[src/hw/rtl/mprb_pkg.sv]
package mprb_pkg;

  // Register indexes on the configuration port
  typedef enum logic [1:0] {
    CFG_ACCEL_STEP    = 2'd0,
    CFG_BRAKE_FACTOR  = 2'd1,
    CFG_STEP_INTERVAL = 2'd2,
    CFG_PWM_SCALE     = 2'd3
  } cfg_reg_e;

  localparam int unsigned CFG_IDX_W  = 2;
  localparam int unsigned CFG_DATA_W = 16;

  localparam logic [14:0] ACCEL_STEP_RST    = 15'd1638;
  localparam logic [15:0] BRAKE_FACTOR_RST  = 16'd58982;
  localparam logic [15:0] STEP_INTERVAL_RST = 16'd10;
  localparam logic [15:0] PWM_SCALE_RST     = 16'd12800;

  // |power| below this (0.1 in Q1.15) brakes straight to zero
  localparam logic [15:0] ZERO_BRAKE_LIMIT = 16'd3277;

  // PWM bases in Q8.8
  localparam logic signed [18:0] PWM_BASE_NEG  = 19'sd23040;  // 90
  localparam logic signed [18:0] PWM_BASE_POS  = 19'sd25600;  // 100
  localparam logic        [15:0] PWM_BASE_ZERO = 16'd23808;   // 93

  typedef struct packed {
    logic [14:0] accel_step;
    logic [15:0] brake_factor;
    logic [15:0] step_interval;
    logic [15:0] pwm_scale;
  } cfg_t;

  // One entry of the per-motor state memory
  typedef struct packed {
    logic signed [15:0] power;
    logic        [31:0] stamp;
  } state_t;

  typedef struct packed {
    logic               wr;      // store next into the state memory
    state_t             next;
    logic signed [15:0] result;  // power handed downstream
  } ramp_t;

endpackage

[src/hw/rtl/motor_power_ramp_with_brake.sv]
// Per-motor power slew limiter with braking and a Q8.8 PWM mapper. Each item
// names a motor, a requested Q1.15 power and the millisecond time; the block
// returns one item with the power to apply and its PWM command. One item is
// taken every clock cycle while in_stall_o is low: the rate is set by the
// read-modify-write of the per-motor state memory (power and last step time),
// which forwards its last write so that items for the same motor can follow
// each other directly. The brake multiply sits in the update stage and the
// PWM multiply gets the stage after it. After reset every motor reads as
// zero power at time zero; no clearing pass is needed. Configuration
// registers: 0 accel_step, 1 brake_factor, 2 step_interval_ms, 3 pwm_scale;
// the user must see that they are written only while the block is idle, as
// the block itself does not enforce it.
module motor_power_ramp_with_brake
  import mprb_pkg::*;
#(
  parameter int unsigned NUM_MOTORS = 2
) (
  input  logic                  clk_i,
  input  logic                  rst_ni,
  input  logic                  cfg_we_i,
  input  logic [CFG_IDX_W-1:0]  cfg_idx_i,
  input  logic [CFG_DATA_W-1:0] cfg_wdata_i,
  input  logic                  in_valid_i,
  output logic                  in_stall_o,
  input  logic signed [15:0]    requested_power_i,
  input  logic                  motor_index_i,
  input  logic [31:0]           now_ms_i,
  output logic                  out_valid_o,
  input  logic                  out_stall_i,
  output logic signed [15:0]    ramped_power_o,
  output logic [15:0]           pwm_value_o
);

  localparam int unsigned IDX_W = (NUM_MOTORS > 1) ? $clog2(NUM_MOTORS) : 1;

  cfg_t cfg_q;

  // pipeline: s1 = state update, s2 = PWM multiply, out = output register
  logic s1_v_q, s2_v_q, out_v_q;
  logic out_ready, s2_ready, s1_ready;
  logic accept, ld_mul, ld_out, mem_we;

  logic signed [15:0] req_q;
  logic        [31:0] now_q;
  logic [IDX_W-1:0]   idx_q;
  logic [IDX_W-1:0]   in_idx;

  // last write to the state memory, for a same-motor item right behind it
  logic             fwd_v_q;
  logic [IDX_W-1:0] fwd_idx_q;
  state_t           fwd_data_q;

  state_t mem_rdata;
  state_t cur;
  ramp_t  ramp;

  logic signed [15:0] ramp_power_int;
  logic        [15:0] pwm_int;

  // motor index wraps modulo NUM_MOTORS; with one motor it is always 0
  assign in_idx = (NUM_MOTORS == 1) ? '0 : IDX_W'(motor_index_i);

  assign out_ready  = !out_v_q || !out_stall_i;
  assign s2_ready   = !s2_v_q || out_ready;
  assign s1_ready   = !s1_v_q || s2_ready;
  assign accept     = in_valid_i && s1_ready;
  assign in_stall_o = !s1_ready;
  assign ld_mul     = s1_v_q && s2_ready;
  assign ld_out     = s2_v_q && out_ready;
  assign mem_we     = ld_mul && ramp.wr;

  always_ff @(posedge clk_i or negedge rst_ni) begin
    if (!rst_ni) begin
      cfg_q.accel_step    <= ACCEL_STEP_RST;
      cfg_q.brake_factor  <= BRAKE_FACTOR_RST;
      cfg_q.step_interval <= STEP_INTERVAL_RST;
      cfg_q.pwm_scale     <= PWM_SCALE_RST;
    end else if (cfg_we_i) begin
      unique case (cfg_reg_e'(cfg_idx_i))
        CFG_ACCEL_STEP:    cfg_q.accel_step    <= cfg_wdata_i[14:0];
        CFG_BRAKE_FACTOR:  cfg_q.brake_factor  <= cfg_wdata_i;
        CFG_STEP_INTERVAL: cfg_q.step_interval <= cfg_wdata_i;
        CFG_PWM_SCALE:     cfg_q.pwm_scale     <= cfg_wdata_i;
        default: ;
      endcase
    end
  end

  always_ff @(posedge clk_i or negedge rst_ni) begin
    if (!rst_ni) begin
      s1_v_q  <= 1'b0;
      s2_v_q  <= 1'b0;
      out_v_q <= 1'b0;
      fwd_v_q <= 1'b0;
    end else begin
      if (s1_ready) begin
        s1_v_q <= in_valid_i;
      end
      if (s2_ready) begin
        s2_v_q <= s1_v_q;
      end
      if (out_ready) begin
        out_v_q <= s2_v_q;
      end
      if (mem_we) begin
        fwd_v_q <= 1'b1;
      end
    end
  end

  always_ff @(posedge clk_i) begin
    if (accept) begin
      req_q <= requested_power_i;
      now_q <= now_ms_i;
      idx_q <= in_idx;
    end
    if (mem_we) begin
      fwd_idx_q  <= idx_q;
      fwd_data_q <= ramp.next;
    end
  end

  mprb_state_mem #(
    .NUM_MOTORS (NUM_MOTORS),
    .IDX_W      (IDX_W)
  ) u_state_mem (
    .clk_i     (clk_i),
    .rst_ni    (rst_ni),
    .rd_en_i   (accept),
    .rd_addr_i (in_idx),
    .rd_data_o (mem_rdata),
    .wr_en_i   (mem_we),
    .wr_addr_i (idx_q),
    .wr_data_i (ramp.next)
  );

  assign cur = (fwd_v_q && fwd_idx_q == idx_q) ? fwd_data_q : mem_rdata;

  mprb_ramp_calc u_ramp_calc (
    .cfg_i  (cfg_q),
    .cur_i  (cur),
    .req_i  (req_q),
    .now_i  (now_q),
    .ramp_o (ramp)
  );

  mprb_pwm_map u_pwm_map (
    .clk_i    (clk_i),
    .ld_mul_i (ld_mul),
    .ld_out_i (ld_out),
    .power_i  (ramp.result),
    .scale_i  (cfg_q.pwm_scale),
    .power_o  (ramp_power_int),
    .pwm_o    (pwm_int)
  );

  assign out_valid_o    = out_v_q;
  assign ramped_power_o = ramp_power_int;
  assign pwm_value_o    = pwm_int;

  // state memory is written only by an item leaving the update stage
  a_we_needs_s1: assert property (@(posedge clk_i) disable iff (!rst_ni)
    mem_we |-> (s1_v_q && s2_ready))
    else $error("state write without an advancing item");

  a_accept_fills_s1: assert property (@(posedge clk_i) disable iff (!rst_ni)
    accept |=> s1_v_q)
    else $error("accepted item lost before update stage");

  a_pwm_zero: assert property (@(posedge clk_i) disable iff (!rst_ni)
    (out_valid_o && ramped_power_o == 16'sd0) |-> (pwm_value_o == PWM_BASE_ZERO))
    else $error("zero power must map to the neutral PWM code");

  a_pwm_pos: assert property (@(posedge clk_i) disable iff (!rst_ni)
    (out_valid_o && ramped_power_o > 16'sd0) |-> (pwm_value_o >= 16'd25600))
    else $error("positive power below forward PWM base");

  a_pwm_neg: assert property (@(posedge clk_i) disable iff (!rst_ni)
    (out_valid_o && ramped_power_o < 16'sd0) |-> (pwm_value_o <= 16'd23040))
    else $error("negative power above reverse PWM base");

endmodule

[src/hw/rtl/mprb_state_mem.sv]
module mprb_state_mem
  import mprb_pkg::*;
#(
  parameter int unsigned NUM_MOTORS = 2,
  parameter int unsigned IDX_W      = 1
) (
  input  logic             clk_i,
  input  logic             rst_ni,
  input  logic             rd_en_i,
  input  logic [IDX_W-1:0] rd_addr_i,
  output state_t           rd_data_o,
  input  logic             wr_en_i,
  input  logic [IDX_W-1:0] wr_addr_i,
  input  state_t           wr_data_i
);

  state_t                mem_q [NUM_MOTORS];
  logic [NUM_MOTORS-1:0] valid_q;
  state_t                rdata_q;
  logic                  rvalid_q;

  always_ff @(posedge clk_i) begin
    if (wr_en_i) begin
      mem_q[wr_addr_i] <= wr_data_i;
    end
    if (rd_en_i) begin
      rdata_q <= mem_q[rd_addr_i];
    end
  end

  // entries never written read as zero
  always_ff @(posedge clk_i or negedge rst_ni) begin
    if (!rst_ni) begin
      valid_q  <= '0;
      rvalid_q <= 1'b0;
    end else begin
      if (wr_en_i) begin
        valid_q[wr_addr_i] <= 1'b1;
      end
      if (rd_en_i) begin
        rvalid_q <= valid_q[rd_addr_i];
      end
    end
  end

  assign rd_data_o = rvalid_q ? rdata_q : '0;

endmodule

[src/hw/rtl/mprb_ramp_calc.sv]
module mprb_ramp_calc
  import mprb_pkg::*;
(
  input  cfg_t               cfg_i,
  input  state_t             cur_i,
  input  logic signed [15:0] req_i,
  input  logic        [31:0] now_i,
  output ramp_t              ramp_o
);

  function automatic logic signed [15:0] sat16(input logic signed [16:0] v);
    logic signed [15:0] r;
    if (v > 17'sd32767) begin
      r = 16'sh7fff;
    end else if (v < -17'sd32768) begin
      r = 16'sh8000;
    end else begin
      r = v[15:0];
    end
    return r;
  endfunction

  logic        [31:0] elapsed;
  logic               due;
  logic signed [16:0] cur_x;
  logic signed [16:0] diff;
  logic        [16:0] adiff;
  logic               close;
  logic        [15:0] mag;
  logic        [31:0] bprod;
  logic        [15:0] scaled;
  logic signed [15:0] braked;
  logic signed [16:0] up;
  logic signed [16:0] down;

  assign elapsed = now_i - cur_i.stamp;
  assign due     = elapsed >= {16'd0, cfg_i.step_interval};
  assign cur_x   = {cur_i.power[15], cur_i.power};
  assign diff    = {req_i[15], req_i} - cur_x;
  assign adiff   = diff[16] ? 17'(-diff) : 17'(diff);
  assign close   = adiff < {2'b00, cfg_i.accel_step};

  // brake: magnitude times factor, truncated toward zero; below ZERO_BRAKE_LIMIT it brakes to zero
  assign mag    = cur_i.power[15] ? 16'(~cur_i.power + 16'sd1) : 16'(cur_i.power);
  assign bprod  = mag * cfg_i.brake_factor;
  assign scaled = {1'b0, bprod[30:16]};
  always_comb begin
    if (mag < ZERO_BRAKE_LIMIT) begin
      braked = '0;
    end else if (cur_i.power[15]) begin
      braked = -$signed(scaled);
    end else begin
      braked = $signed(scaled);
    end
  end

  assign up   = cur_x + $signed({2'b00, cfg_i.accel_step});
  assign down = cur_x - $signed({2'b00, cfg_i.accel_step});

  always_comb begin
    ramp_o.wr         = 1'b0;
    ramp_o.next.power = cur_i.power;
    ramp_o.next.stamp = now_i;
    ramp_o.result     = cur_i.power;
    if (due) begin
      if (req_i == 16'sd0) begin
        ramp_o.wr         = 1'b1;
        ramp_o.next.power = braked;
        ramp_o.result     = braked;
      end else if (close) begin
        ramp_o.result = req_i;
      end else if (!diff[16] && diff != 17'sd0) begin
        ramp_o.wr         = 1'b1;
        ramp_o.next.power = sat16(up);
        ramp_o.result     = sat16(up);
      end else if (diff[16]) begin
        ramp_o.wr         = 1'b1;
        ramp_o.next.power = sat16(down);
        ramp_o.result     = sat16(down);
      end
    end
  end

endmodule

[src/hw/rtl/mprb_pwm_map.sv]
module mprb_pwm_map
  import mprb_pkg::*;
(
  input  logic               clk_i,
  input  logic               ld_mul_i,
  input  logic               ld_out_i,
  input  logic signed [15:0] power_i,
  input  logic        [15:0] scale_i,
  output logic signed [15:0] power_o,
  output logic        [15:0] pwm_o
);

  logic signed [15:0] p_q;
  logic signed [32:0] prod;
  logic signed [18:0] frac;
  logic signed [18:0] sum;
  logic        [15:0] pwm_d;

  // multiply runs on the registered power, in a stage of its own
  assign prod = $signed({1'b0, scale_i}) * p_q;

  // floor(prod / 32768) is an arithmetic shift
  assign frac = {prod[32], prod[32:15]};
  assign sum  = (p_q[15] ? PWM_BASE_NEG : PWM_BASE_POS) + frac;

  always_comb begin
    if (p_q == 16'sd0) begin
      pwm_d = PWM_BASE_ZERO;
    end else if (sum < 19'sd0) begin
      pwm_d = '0;
    end else if (sum > 19'sd65535) begin
      pwm_d = 16'hffff;
    end else begin
      pwm_d = sum[15:0];
    end
  end

  always_ff @(posedge clk_i) begin
    if (ld_mul_i) begin
      p_q <= power_i;
    end
    if (ld_out_i) begin
      power_o <= p_q;
      pwm_o   <= pwm_d;
    end
  end

endmodule

[config.mk]
export PLATFORM = sky130hd
export DESIGN_NAME = motor_power_ramp_with_brake
export DESIGN_NICKNAME = d
export VERILOG_FILES = /design/src/hw/rtl/mprb_pkg.sv /design/src/hw/rtl/motor_power_ramp_with_brake.sv /design/src/hw/rtl/mprb_state_mem.sv /design/src/hw/rtl/mprb_ramp_calc.sv /design/src/hw/rtl/mprb_pwm_map.sv
export SDC_FILE = /design/constraint.sdc
export NUM_CORES = 2
export LEC_CHECK = 0
export ABC_AREA = 1
export ABC_CLOCK_PERIOD_IN_PS = 8580
export BUFFER_PORTS_ARGS = -buffer_cell sky130_fd_sc_hd__buf_2
export CAP_MARGIN = 40
export CORE_AREA = 2 2 324 326
export CTS_CLUSTER_SIZE = 20
export DETAILED_ROUTE_END_ITERATION = 10
export DIE_AREA = 0 0 326 328
export GPL_TIMING_DRIVEN = 1
export HOLD_SLACK_MARGIN = 0.02
export PLACE_DENSITY_LB_ADDON = 0.12
export SLEW_MARGIN = 10
export SYNTH_ARGS = -nofsm -noshare
export SYNTH_HDL_FRONTEND = slang
export SYNTH_SLANG_ARGS = --single-unit
[constraint.sdc]
create_clock -name clk_i -period 8.58 [get_ports clk_i]
set_input_delay 1.716 -clock clk_i [delete_from_list [all_inputs] [get_ports clk_i]]
set_output_delay 1.716 -clock clk_i [all_outputs]
set_load 0.1 [all_outputs]
# Word-level counts from Yosys, hierarchy flattened
# Memories as Yosys holds them, arrays and structs flattened. A register that Yosys moved wholly into a read port is not among the register bits.
# Index checks and enable logic that the tools add are counted.
[op_classes]
n_reduce_logical = 25
eq_ne = 4
magnitude_cmp = 12
mux = 29
n_mul = 2
add_sub_neg = 8
bitwise = 2
[ops]
columns = ["operator", "n"]
rows = [
  ["2-to-1 mux 16 bit", 13],
  ["2-to-1 mux 17 bit", 6],
  ["2-to-1 mux 48 bit", 2],
  ["greater-than comparator 17 x 16 -> 1 bit (second input constant)", 2],
  ["< comparator 17 x 16 -> 1 bit (second input constant)", 2],
  ["subtractor 16 x 16 -> 17 bit", 2],
  ["multiplier 17 x 16 -> 33 bit", 1],
  ["greater-or-equal comparator 32 x 16 -> 1 bit", 1],
  ["logical NOT 16 bit", 2],
  ["subtractor 32 bit", 1],
  ["multiplier 16 x 16 -> 31 bit", 1],
  ["adder 16 x 18 -> 19 bit", 1],
  ["greater-than comparator 19 x 17 -> 1 bit (second input constant)", 1],
  ["< comparator 19 x 1 -> 1 bit (second input constant)", 1],
  ["adder 16 x 16 -> 17 bit", 1],
  ["< comparator 17 x 15 -> 1 bit", 1],
  ["negator 17 bit", 1],
  ["nonzero test 17 bit", 1],
  ["adder 16 x 2 -> 16 bit (second input constant)", 1],
  ["< comparator 16 x 12 -> 1 bit (second input constant)", 1],
  ["negator 15 -> 16 bit", 1],
  ["NOT 16 bit", 1],
  ["2-to-1 mux 15 bit", 1],
  ["2-to-1 mux 14 bit", 1],
  ["other kinds (14)", 36],
]
[totals]
ff_bits = 216
memories = 1
in_bits = 72
word_cells = 103
output_inout_bits = 34
ram_bits = 96
[memory_table]
columns = ["name", "words", "width", "read_ports", "rd_ports_with_merged_regs", "wr", "line_no", "text"]
rows = [
  ["u_state_mem.mem_q", 2, 48, 1, 1, 1, "mprb_state_mem.sv:17", "state_t mem_q [NUM_MOTORS];"],
]

# Logic depth before layout (Yosys ltp)
[logic_depth]
word_depth = 15
depth_mapped = 50
ltp_nobuf = 48

# Modules after synthesis
# A second synthesis with hierarchy kept.
[unflattened]
cells_unflattened = 5015
hier_area_um2 = 39864.5
[by_module_without_submodules]
columns = ["mod", "cells_per_inst", "seq_area_each_um2", "area_per_inst_um2", "instances"]
rows = [
  ["mprb_ramp_calc", 2732, 0.0, 17242.8, 1],
  ["mprb_pwm_map", 1353, 1441.4, 11003.1, 1],
  ["motor_power_ramp_with_brake", 512, 4644.5, 6155.9, 1],
  ["mprb_state_mem", 418, 4399.2, 5462.7, 1],
]

# Least setup slack after synthesis
# Ideal clock, no wire load.
[synth_path]
kind = "reg-to-reg"
start = "register idx_q"
end = "register fwd_data_q[45] (netlist bit) (data pin)"
slack_ns = 0.265
path_buffers = 3
arrival_ns = 8.054
path_stages_with_launch = 44
required_time_ns = 8.319
setup_ns = 0.261
period_less_slack_ns = 8.315
path_cell_list = "edfxtp_1 -> nand2_2 -> nand3_4 -> buf_6 -> nand2_2 -> nand2_2 -> inv_2 -> clkbuf_1 -> ha_1 -> inv_1 -> nor3_4 -> nand4_1 -> nand2_1 -> o21ai_1 -> nand2_1 -> nand2_2 -> inv_1 -> clkbuf_1 -> (+8 left out) -> fa_1 -> inv_1 -> ha_1 -> a21oi_1 -> o21ai_0 -> a21oi_1 -> o21ai_0 -> a31oi_1 -> nand2_1 -> xor2_1 -> nor3_1 -> nand2_1 -> nand2_2 -> nand3_1 -> nand3_1 -> nand2_1 -> nand2_1 -> nand2_1"
[synth_lines]
columns = ["element", "line_no", "text"]
rows = [
  ["start: declaration", "motor_power_ramp_with_brake.sv:45", "logic [IDX_W-1:0] idx_q;"],
  ["start signal: assignment", "motor_power_ramp_with_brake.sv:115", "idx_q <= in_idx;"],
  ["end signal: assignment", "motor_power_ramp_with_brake.sv:119", "fwd_data_q <= ramp.next;"],
  ["end: declaration", "motor_power_ramp_with_brake.sv:51", "state_t fwd_data_q;"],
]

==> impl_metrics.toml <==
[layout]
final_area_mm2 = 0.04295
synthToLayoutAreaGrowth_pct = 12.82
drive_above_1_share_pct = 12.11
fin_nets = 5475

[placement]
dp.final_hpwl_mm = 93.58
placement.cell_area_mm2 = 0.04081
place.gp.congestion = 0.9162
port-buffer-count = 105

[worst_setup_path]
cp_data_required_time_ns = 8.95
critPathArrivalTime_ns = 8.54
timing.setup.critical_path_class = "reg2reg"
timing.critical_path.from = "idx_q"
crit_end = "u_state_mem.mem_q[0][40]"
worst-r2r-setup-slack_ns = 0.41
timing.critical_path.max_delay_family = "adder cells"
critical_path.reg2reg.startpoint = "idx_q"
timing.critical_path.to_type = "flip-flop"
cp_num_cells = 35
timing.rr.end = "u_state_mem.mem_q[0][40]"
critical_path.n_buffers_inverters = 9
cp_common_cell = "sky130_fd_sc_hd__fa_1"
critical_path_peak_fanout = 7
library_cell_contributing_the_largest_single_delay_on_the_critical_path = "sky130_fd_sc_hd__fa_1"
timing.reg2reg.worst_path_depth = 35
cp_slowest_stage_delay_ns = 0.57
startpoint_type = "flip-flop"

[drt]
remaining_antenna_violation_count = 0
detail_route.wl_per_cell_um = 19.01
total_wirelength_of_the_detailed_routed_design_mm = 115.9
drt_iter0_markers = 2026
route.detailed.drc = 0
via_count = 29917
dr.pass1.iters = 5
route.detailed.vias_per_inst = 4.906

[sta]
fin_worst_skew_ns = 0.07759
slew_violations = 0
worst_slew_margin_rel_pct = 44.75
hold_viol = 0
period_minus_slack_ns = 8.173
worst-slew-pin-transition_ns = 0.8287
max_freq_mhz = 122.3
period_share_pct = 95.26
setup_viol = 0

[logic_synthesis]
synth_warnings = 0
synth_area_per_cell_um2 = 8.418
async_reset_ff_share_pct = 19.44
ys_seq_elements = 360
syn_nets = 5317
netlist-cell-type-count = 60
postSynth.topFlopCell = "sky130_fd_sc_hd__edfxtp_1"
post_synth_instance_area_mm2 = 0.03807
edff_count_synth = 290
synthCells = 4523
ys_seq_area_share_pct = 27.54

[global_route]
grt_start_max_net_pins = 65
grt_overflow = 0
number_of_antenna_violations_at_the_first_check_in_global_routing = 1
global_route.usage.total_pct = 21.97
number_of_global_route_vias_before_repair = 30311
grt_pass1_wl_mm = 180.2

[clocking]
worstSkewPairLatency_ns = 0.64
ctsHtreeMaxLevel = 2
cts.sinks = 360
cts_buffer_depth = 3
tritoncts = "done"
clock_tree_root_buffer_cell = "sky130_fd_sc_hd__clkbuf_16"
cts-buffers-inserted = 44
cts.reportedPaths.clkPinSlew_ns = 0.06
post_cts_hold_buffer_count = 0

[min_path]
kind_of_path_behind_the_tightest_hold_check = "reg2reg"

[floorplanning]
placementRows = 118
fp.dieH_um = 328
die_area_mm2 = 0.1069
coreArea_mm2 = 0.1032
design.portCount = 106
initial_core_util_pct = 36.89
fp.dieW_um = 326

[run_status]
run_status = "finished, final reports clean"

[flow_run]
maxCapViolCount = 0
==> Yosys cell counts (all sizes together), types with 19 or more instances <==
library cell / count / share of area (%)
a31oi: 19 / 0.31
ha: 332 / 11
xor2: 78 / 1.8
a21oi: 183 / 2.4
xnor2: 37 / 0.91
clkbuf: 124 / 1.2
dfrtp: 50 / 3.3
buf: 39 / 0.62
o21ai: 220 / 3.1
fa: 390 / 21
mux2: 48 / 1.4
nand4: 77 / 1.3
nand2: 1071 / 11
nor3: 33 / 0.46
inv: 943 / 9.3
nor2: 264 / 2.6
nand3: 190 / 2.7
edfxtp: 290 / 23
dfstp: 20 / 1.4
==> flip-flops by register name (all words and copies together), names as in the netlist, 16 cells and up <==
name and flops:
cfg_q 63, fwd_data_q 48, now_q 32, req_q 16
u_pwm_map.p_q 16, u_pwm_map.power_o 16, u_pwm_map.pwm_o 16, u_state_mem.mem_q 96
u_state_mem.rdata_q 48
==> routing by layer <==
metal  track usage, %  part of all wire, %  vias to the layer above
li1                 -                    -                    14494
met1            30.36                   46                    14568
met2            35.71                   46                      723
met3            3.611                  5.4                      130
met4            5.901                  2.7                        2
met5                0                0.011                        -
==> worst min-delay path: cells and delay by family, from the launching register on <==
family	cells	cell delay, ns
compound gates	1	0.07
flops	1	0.32
buf+inv	1	0.04
==> metrics by stage <==
stage	hold slack (ns)	setup WS (ns)	utilization, %	instances	TNS (ns)
final	0.4664	0.4065	41.62	6098	0
after global routing	0.5067	-0.1014	41.62	6097	-1.390
after CTS	0.4749	0.1282	40.99	6067	0
after detailed placement	0.4615	0.1517	39.54	5985	0
after global placement	0.4466	0.2395	39.45	5980	0
after floorplan	0.4244	0.2652	-	4523	0
==> cell type report <==
class / count / area [um^2]
Clock inverter: 37 / 386.6
Timing Repair Buffer: 274 / 1993
Multi-Input combinational cell: 3049 / 23650
Fill cell: 10532 / 60250
Clock buffer: 45 / 1105
Tap cell: 1380 / 1727
Inverter: 951 / 3588
Sequential cell: 360 / 10490
Timing Repair inverter: 1 / 5.005
Antenna cell: 1 / 2.502
==> what timing repair did <==
action | in CTS | in global routing
resized for setup | 0 | 81
endpoints found under the setup margin | 0 | 76
buffers inserted | 0 | 29
==> cells by family (layout without fill, tap and decap cells) <==
kind of cell | after synthesis | count (layout) | share of synthesized area [%]
flops | 360 | 360 | 27.54
xor+xnor | 115 | 115 | 2.705
mux | 48 | 48 | 1.420
fa+ha+maj | 722 | 722 | 31.42
other cells | 0 | 1 | 0
simple gates | 1673 | 1673 | 18.44
buf+inv | 1114 | 1308 | 11.23
compound gates | 491 | 491 | 7.246
==> worst min-delay path by stage <==
stage,start,endpoint,slack (ns),cells past startpoint
6_report,u_state_mem.valid_q[0],u_state_mem.valid_q[0],0.47,2
5_1_grt,u_state_mem.valid_q[0],u_state_mem.valid_q[0],0.51,2
4_1_cts,u_state_mem.valid_q[0],u_state_mem.valid_q[0],0.47,2
3_5_place_dp,u_state_mem.valid_q[0],u_state_mem.valid_q[0],0.46,2
3_3_place_gp,u_state_mem.valid_q[0],u_state_mem.valid_q[0],0.45,2
2_1_floorplan,u_pwm_map.p_q[10],u_pwm_map.power_o[10],0.42,0
==> cells in the final DEF (no fill, tap or decap), types with 8 or more instances in the layout <==
cell type                    count
sky130_fd_sc_hd__dfstp_2        19
sky130_fd_sc_hd__nand2_2        27
sky130_fd_sc_hd__mux2_2         48
sky130_fd_sc_hd__inv_2          24
sky130_fd_sc_hd__clkinv_2        9
sky130_fd_sc_hd__o21ai_2         9
sky130_fd_sc_hd__nor2_1        247
sky130_fd_sc_hd__clkinv_1       16
sky130_fd_sc_hd__nand3_1       176
sky130_fd_sc_hd__inv_1         918
sky130_fd_sc_hd__xor2_1         76
sky130_fd_sc_hd__o21bai_1        8
sky130_fd_sc_hd__nor3_1         31
sky130_fd_sc_hd__o211ai_1       10
sky130_fd_sc_hd__nor2_2         12
sky130_fd_sc_hd__nand2_1      1040
sky130_fd_sc_hd__fa_1          387
sky130_fd_sc_hd__a31oi_1        14
sky130_fd_sc_hd__buf_12         11
sky130_fd_sc_hd__edfxtp_1      290
sky130_fd_sc_hd__o21a_1         10
sky130_fd_sc_hd__clkbuf_16      44
sky130_fd_sc_hd__buf_4         154
sky130_fd_sc_hd__a21o_1         15
sky130_fd_sc_hd__ha_1          323
sky130_fd_sc_hd__nand3_2        13
sky130_fd_sc_hd__clkinvlp_4     10
sky130_fd_sc_hd__dfrtp_1        46
sky130_fd_sc_hd__buf_2         104
sky130_fd_sc_hd__nand4_1        76
sky130_fd_sc_hd__nor4_1         12
sky130_fd_sc_hd__nand3b_1        8
sky130_fd_sc_hd__o21ai_1        23
sky130_fd_sc_hd__or2_2          11
sky130_fd_sc_hd__a21oi_1       175
sky130_fd_sc_hd__o21ai_0       182
sky130_fd_sc_hd__xnor2_1        33
Power is left out: the tool's default activity adds up to more than one toggle a clock period on the data nets, which glitch-free logic cannot reach.
